### config.mk
export PLATFORM = sky130hd
export DESIGN_NAME = slip_frame_decoder
export DESIGN_NICKNAME = d
export VERILOG_FILES = /design/src/design/sfd_pkg.sv /design/src/design/slip_frame_decoder.sv /design/src/design/sfd_in_stage.sv /design/src/design/sfd_core.sv /design/src/design/sfd_out_stage.sv
export SDC_FILE = /design/constraint.sdc
export NUM_CORES = 1
export LEC_CHECK = 0
export BUFFER_PORTS_ARGS = -buffer_cell sky130_fd_sc_hd__buf_2
export CORE_MARGIN = 5
export CORE_UTILIZATION = 55
export CTS_CLUSTER_DIAMETER = 150
export DETAILED_ROUTE_END_ITERATION = 6
export PLACE_DENSITY = 0.81
export SLEW_MARGIN = 25
export SYNTH_ARGS = -nofsm -noshare
export SYNTH_HDL_FRONTEND = slang
export SYNTH_SLANG_ARGS = --single-unit
### constraint.sdc
create_clock -name clk -period 2.85 [get_ports clk]
set_input_delay 0.285 -clock clk [delete_from_list [all_inputs] [get_ports clk]]
set_output_delay 0.285 -clock clk [all_outputs]
set_load 0.1 [all_outputs]
### src/design/sfd_pkg.sv
`timescale 1ns / 1ps
// shared types and constants for the slip frame decoder
package sfd_pkg;

  localparam int unsigned FRAME_CAPACITY_DEFAULT = 255;

  localparam logic [7:0] MARK_END = 8'hC0;
  localparam logic [7:0] MARK_ESC = 8'hDB;
  localparam logic [7:0] ESC_END  = 8'hDC;
  localparam logic [7:0] ESC_ESC  = 8'hDD;

  localparam logic [1:0] KIND_DATA  = 2'd0;
  localparam logic [1:0] KIND_GOOD  = 2'd1;
  localparam logic [1:0] KIND_ABORT = 2'd2;

  typedef struct packed {
    logic [1:0] kind;
    logic [7:0] payload_byte;
    logic [7:0] frame_length;
    logic       frame_overflow;
  } sfd_res_t;

endpackage

### src/design/slip_frame_decoder.sv
`timescale 1ns / 1ps
// a byte is held in the input register and its result then in the result register
// throughput: one byte per cycle; while a result is stalled the held byte waits, even one with no result
// the input register advances whenever the result register is empty or being drained
// reset: synchronous, clears both registers' valid flags and returns the decoder to hunting
// no clearing pass after reset; the block is ready in the first cycle out of reset
module slip_frame_decoder import sfd_pkg::*; #(
  parameter int unsigned FRAME_CAPACITY = FRAME_CAPACITY_DEFAULT
) (
  input  logic       clk,
  input  logic       rst,
  input  logic       in_valid,
  output logic       in_ready,
  input  logic [7:0] rx_byte,
  output logic       out_valid,
  input  logic       out_ready,
  output logic [1:0] kind,
  output logic [7:0] payload_byte,
  output logic [7:0] frame_length,
  output logic       frame_overflow
);

  logic       held_valid;
  logic [7:0] held_byte;
  logic       free;
  logic       step;
  logic       res_valid;
  sfd_res_t   res;

  // a held byte moves on whenever the result slot can take whatever it yields
  assign step = held_valid && free;

  sfd_in_stage u_in (
    .clk        (clk),
    .rst        (rst),
    .in_valid   (in_valid),
    .in_ready   (in_ready),
    .rx_byte    (rx_byte),
    .take       (free),
    .held_valid (held_valid),
    .held_byte  (held_byte)
  );

  sfd_core #(
    .FRAME_CAPACITY (FRAME_CAPACITY)
  ) u_core (
    .clk       (clk),
    .rst       (rst),
    .step      (step),
    .byte_in   (held_byte),
    .res_valid (res_valid),
    .res       (res)
  );

  sfd_out_stage u_out (
    .clk            (clk),
    .rst            (rst),
    .load           (step && res_valid),
    .res            (res),
    .free           (free),
    .out_valid      (out_valid),
    .out_ready      (out_ready),
    .kind           (kind),
    .payload_byte   (payload_byte),
    .frame_length   (frame_length),
    .frame_overflow (frame_overflow)
  );

endmodule

### src/design/sfd_in_stage.sv
`timescale 1ns / 1ps
// input register holding one received byte until the decoder takes it
module sfd_in_stage import sfd_pkg::*; (
  input  logic       clk,
  input  logic       rst,
  input  logic       in_valid,
  output logic       in_ready,
  input  logic [7:0] rx_byte,
  input  logic       take,
  output logic       held_valid,
  output logic [7:0] held_byte
);

  assign in_ready = !held_valid || take;

  always_ff @(posedge clk) begin
    if (rst) begin
      held_valid <= 1'b0;
    end else if (in_ready) begin
      held_valid <= in_valid;
    end
  end

  always_ff @(posedge clk) begin
    if (in_valid && in_ready) begin
      held_byte <= rx_byte;
    end
  end

endmodule

### src/design/sfd_core.sv
`timescale 1ns / 1ps
// deframing state and the per-byte next-state and result logic
module sfd_core import sfd_pkg::*; #(
  parameter int unsigned FRAME_CAPACITY = FRAME_CAPACITY_DEFAULT
) (
  input  logic       clk,
  input  logic       rst,
  input  logic       step,
  input  logic [7:0] byte_in,
  output logic       res_valid,
  output sfd_res_t   res
);

  localparam logic [7:0] CAP_LIMIT =
    (FRAME_CAPACITY > 255) ? 8'd255 : 8'(FRAME_CAPACITY);

  localparam logic [1:0] PH_HUNT    = 2'd0;
  localparam logic [1:0] PH_BODY    = 2'd1;
  localparam logic [1:0] PH_ESCAPED = 2'd2;

  logic [1:0] phase, phase_next;
  logic [1:0] header_count, header_count_next;
  logic [7:0] byte_count, byte_count_next;
  logic       overflowed, overflowed_next;
  logic [1:0] hc_inc;

  assign hc_inc = header_count + 2'd1;

  always_comb begin
    phase_next        = phase;
    header_count_next = header_count;
    byte_count_next   = byte_count;
    overflowed_next   = overflowed;
    res_valid         = 1'b0;
    res               = '0;
    unique case (phase)
      PH_BODY: begin
        if (byte_in == MARK_ESC) begin
          header_count_next = 2'd0;
          phase_next        = PH_ESCAPED;
        end else if (byte_in == MARK_END) begin
          res_valid = 1'b1;
          if (header_count == 2'd0) begin
            res.kind           = KIND_GOOD;
            res.frame_length   = byte_count;
            res.frame_overflow = overflowed;
          end else begin
            // closing mark right after the header: empty frame
            res.kind = KIND_ABORT;
          end
          phase_next        = PH_HUNT;
          header_count_next = 2'd0;
          byte_count_next   = 8'd0;
          overflowed_next   = 1'b0;
        end else begin
          header_count_next = 2'd0;
          res_valid         = 1'b1;
          res.kind          = KIND_DATA;
          res.payload_byte  = byte_in;
          if (byte_count < CAP_LIMIT) byte_count_next = byte_count + 8'd1;
          else overflowed_next = 1'b1;
        end
      end
      PH_ESCAPED: begin
        header_count_next = 2'd0;
        res_valid         = 1'b1;
        if (byte_in == ESC_END || byte_in == ESC_ESC) begin
          phase_next       = PH_BODY;
          res.kind         = KIND_DATA;
          res.payload_byte = (byte_in == ESC_END) ? MARK_END : MARK_ESC;
          if (byte_count < CAP_LIMIT) byte_count_next = byte_count + 8'd1;
          else overflowed_next = 1'b1;
        end else begin
          res.kind        = KIND_ABORT;
          phase_next      = PH_HUNT;
          byte_count_next = 8'd0;
          overflowed_next = 1'b0;
        end
      end
      default: begin
        // hunting, unused code included
        phase_next = PH_HUNT;
        if (byte_in == MARK_END) begin
          header_count_next = hc_inc;
          if (hc_inc >= 2'd2) begin
            header_count_next = 2'd2;
            byte_count_next   = 8'd0;
            overflowed_next   = 1'b0;
            phase_next        = PH_BODY;
          end
        end else begin
          header_count_next = 2'd0;
        end
      end
    endcase
  end

  always_ff @(posedge clk) begin
    if (rst) begin
      phase        <= PH_HUNT;
      header_count <= 2'd0;
      byte_count   <= 8'd0;
      overflowed   <= 1'b0;
    end else if (step) begin
      phase        <= phase_next;
      header_count <= header_count_next;
      byte_count   <= byte_count_next;
      overflowed   <= overflowed_next;
    end
  end

endmodule

### src/design/sfd_out_stage.sv
`timescale 1ns / 1ps
// result register on the output channel
module sfd_out_stage import sfd_pkg::*; (
  input  logic       clk,
  input  logic       rst,
  input  logic       load,
  input  sfd_res_t   res,
  output logic       free,
  output logic       out_valid,
  input  logic       out_ready,
  output logic [1:0] kind,
  output logic [7:0] payload_byte,
  output logic [7:0] frame_length,
  output logic       frame_overflow
);

  sfd_res_t held;

  assign free = !out_valid || out_ready;

  always_ff @(posedge clk) begin
    if (rst) begin
      out_valid <= 1'b0;
    end else if (free) begin
      out_valid <= load;
    end
  end

  always_ff @(posedge clk) begin
    if (free && load) begin
      held <= res;
    end
  end

  assign kind           = held.kind;
  assign payload_byte   = held.payload_byte;
  assign frame_length   = held.frame_length;
  assign frame_overflow = held.frame_overflow;

endmodule

==> results.toml <==
[die]
die_w_um = 68.8
die_h_um = 68.8
io-pin-count = 33
core_area_sq_mm = 0.00334
start_util_pct = 57.0
die_area_sq_mm = 0.00474
rows = 21

[logic_synthesis]
synth_top_cells_by_area = "edfxtp_1, dfxtp_1, and2_1"
synthFlopType = "edfxtp_1"
synth.avg_cell_area_sq_um = 11.6
syn_area_sq_mm = 0.00190
ys_ff_latch = 42
synth_warnings = 0
synthArstFlopShare_pct = 0
ys_seq_area_share_pct = 58.4
syn-instance-count = 164
synth_top_area_cell = "edfxtp_1"
synth_top_area_share_pct = 42.6
synth_nets = 180
ys_types = 42
synth_edf_count = 27

[critical_path]
path_max_fanout = 19
cp_data_required_time_ns = 2.84
r2r_slack_ns = 0.62
path_class = "reg2reg"
crit_arrival_ns = 2.22
crit_buf_inv = 1
cpMaxStageDelayCell = "edfxtp_1"
cpLargestDelayFamily = "simple AND/OR/NAND/NOR gates"
cp_cell_sequence = "nand4b_1, o21a_1, nor2_1, or3_1, inv_1"
end_kind = "flop"
crit_path_start_kind = "flop"
slowest_delay_ns = 0.50

[power_and_ir_drop]
p_leak_nw = 0.800
ir_worst_vdd_uv = 364
power-per-cell-area_mw_per_mm2 = 495

[timing]
period_minus_slack_ns = 2.23
hold_viol = 0
worstMarginPinSlew_ns = 0.643
clock_skew_ns = 0.0138
setup_viol = 0
fmax_ghz = 0.448
rsz0062_at_grt = "false"
slew_viol_final = 0
slew_headroom_pct = 57.1
setup_tns_ns = 0
min_period_over_period_pct = 78.4
fin_ws_ns = 0.616

[cts]
hold_buffers = 0
cts_buffers = 5
clk_path_buf_depth = 2
cts_setup_buffers = 0
htreeDepth = 2
cts_resized = 0
path_clk_slew_ns = 0.11
clock_latency_ns = 0.35
cts_tree = "built"
clock-root-buffer = "clkbuf_4"
cts.sinks = 42

[placed_design]
place_inst = 239
place_congestion = 0.845
hpwlAfterDp_um = 2630
io_buffers = 32
place_ws_ns = 0.610

[grt]
antenna_found_initial = 0
grt_use_met3_pct = 5.02
busiest_layer = "met2"
grt_max_degree = 20
grt_use_met1_pct = 21.2
met2_usage_pct = 26.6
gr-total-overflow = 0
track_usage_pct = 16.5
grt_pass1_vias = 1279
grt_first_pass_wirelength_um = 5770

[cells_and_area]
antennaDiodeCount = 0
final_cell_mix = "buf_2, edfxtp_1, and2_1, dfxtp_1, nand2_1"
layout.nets = 216
final-instance-count-excl-fill = 247
syn_to_final_growth_pct = 14.7
drive_gt1_share_pct = 25.4
final_common_cell = "buf_2"

[worst_hold_path]
hold_path_class = "in2reg"

[routing]
ant_nets = 0
wl_per_cell_um = 13.7
via_per_inst = 5.33
drtPass1Iterations = 4
drc = 0
postRouteWirelength_um = 3380
dr.first_iter.drc_count = 41
vias = 1316

[run_status]
status = "finished, final reports clean"

[job]
drv_cap = 0
[worst register-to-register path, cell delays in order (launching register included)]
cell and delay (ns):
edfxtp_1 0.50, nand4b_1 0.23, o21a_1 0.24, nor2_1 0.06, or3_1 0.37, inv_1 0.49
[cells in the mapped netlist (all sizes together) (2+ instances only)]
master   n
a211oi   3
edfxtp  27
o31ai    2
nand3b   2
nand2   13
nor3     3
xnor2    5
a21oi   12
inv     12
and3     3
nand4b   2
nand4    5
and2    16
nor4     3
nor4b    2
o21ai    3
dfxtp   15
nor2    11
ha       4
nand3    3
clkbuf   2
a31oi    2
[metal layers]
metal  up-vias  routed length, um
met5         -                  0
met4         0                 44
met3         7                197
met2        38               1500
met1       605               1640
li1        666                  -
[sequential cells by signal, summed over array words and instances (netlist names)]
register / flops
u_core.overflowed: 1
u_core.header_count: 2
u_out.frame_length: 8
u_out.payload_byte: 8
u_in.held_byte: 8
u_out.kind: 2
u_in.held_valid: 1
u_core.phase: 2
u_out.frame_overflow: 1
u_core.byte_count: 8
u_out.out_valid: 1
[final timing paths]
kind | startpoint | to | cells past startpoint
hold / removal | rx_byte[2] | u_in.held_byte[2] | 1
setup / recovery | u_in.held_byte[0] | u_out.payload_byte[6] | 5
hold reg to reg | u_core.header_count[1] | u_core.header_count[1] | 2
setup reg to reg | u_in.held_byte[0] | u_out.payload_byte[6] | 5
[through the flow]
step | power [mW] | cell area (sq um) | util [%] | hold WS, ns
after CTS | 1.09 | 2180 | 65.4 | 0.0976
after global placement | 0.728 | 2110 | 63.1 | 0.442
after floorplan | 0.713 | 1900 | - | 0.384
after global routing | 1.12 | 2180 | 65.4 | 0.0855
after detailed placement | 0.729 | 2110 | 63.1 | 0.452
final | 1.08 | 2180 | 65.4 | 0.107
[cells by family (layout without fill, tap and decap cells)]
group                      after synthesis  after routing  share of synthesized area (%)
DFF                                     42             42                           58.4
buffers and inverters                   15             52                           3.16
adders and majority gates                4              4                           2.63
AOI/OAI and AO/OA                       27             27                           10.6
and+or+nand+nor                         70             70                           22.4
muxes                                    1              1                          0.526
xor gates and xnor gates                 5              5                           2.30
[area by class of cell]
class / instances / area, sq um
well taps: 46 / 57.6
clock inverters: 3 / 40.0
fillers: 275 / 1150
multi-input cells: 107 / 732
repair buffers: 32 / 160
flip-flops and latches: 42 / 1110
inverters: 12 / 45.0
clock buffers: 5 / 37.5
[where the power goes]
part           switching [mW]  internal, mW  total [mW]
clock network           0.183         0.182       0.365
logic                  0.0351        0.0197      0.0549
registers             0.00867         0.652       0.661
total                   0.227         0.854        1.08
Power figures use the tool's default switching activity.
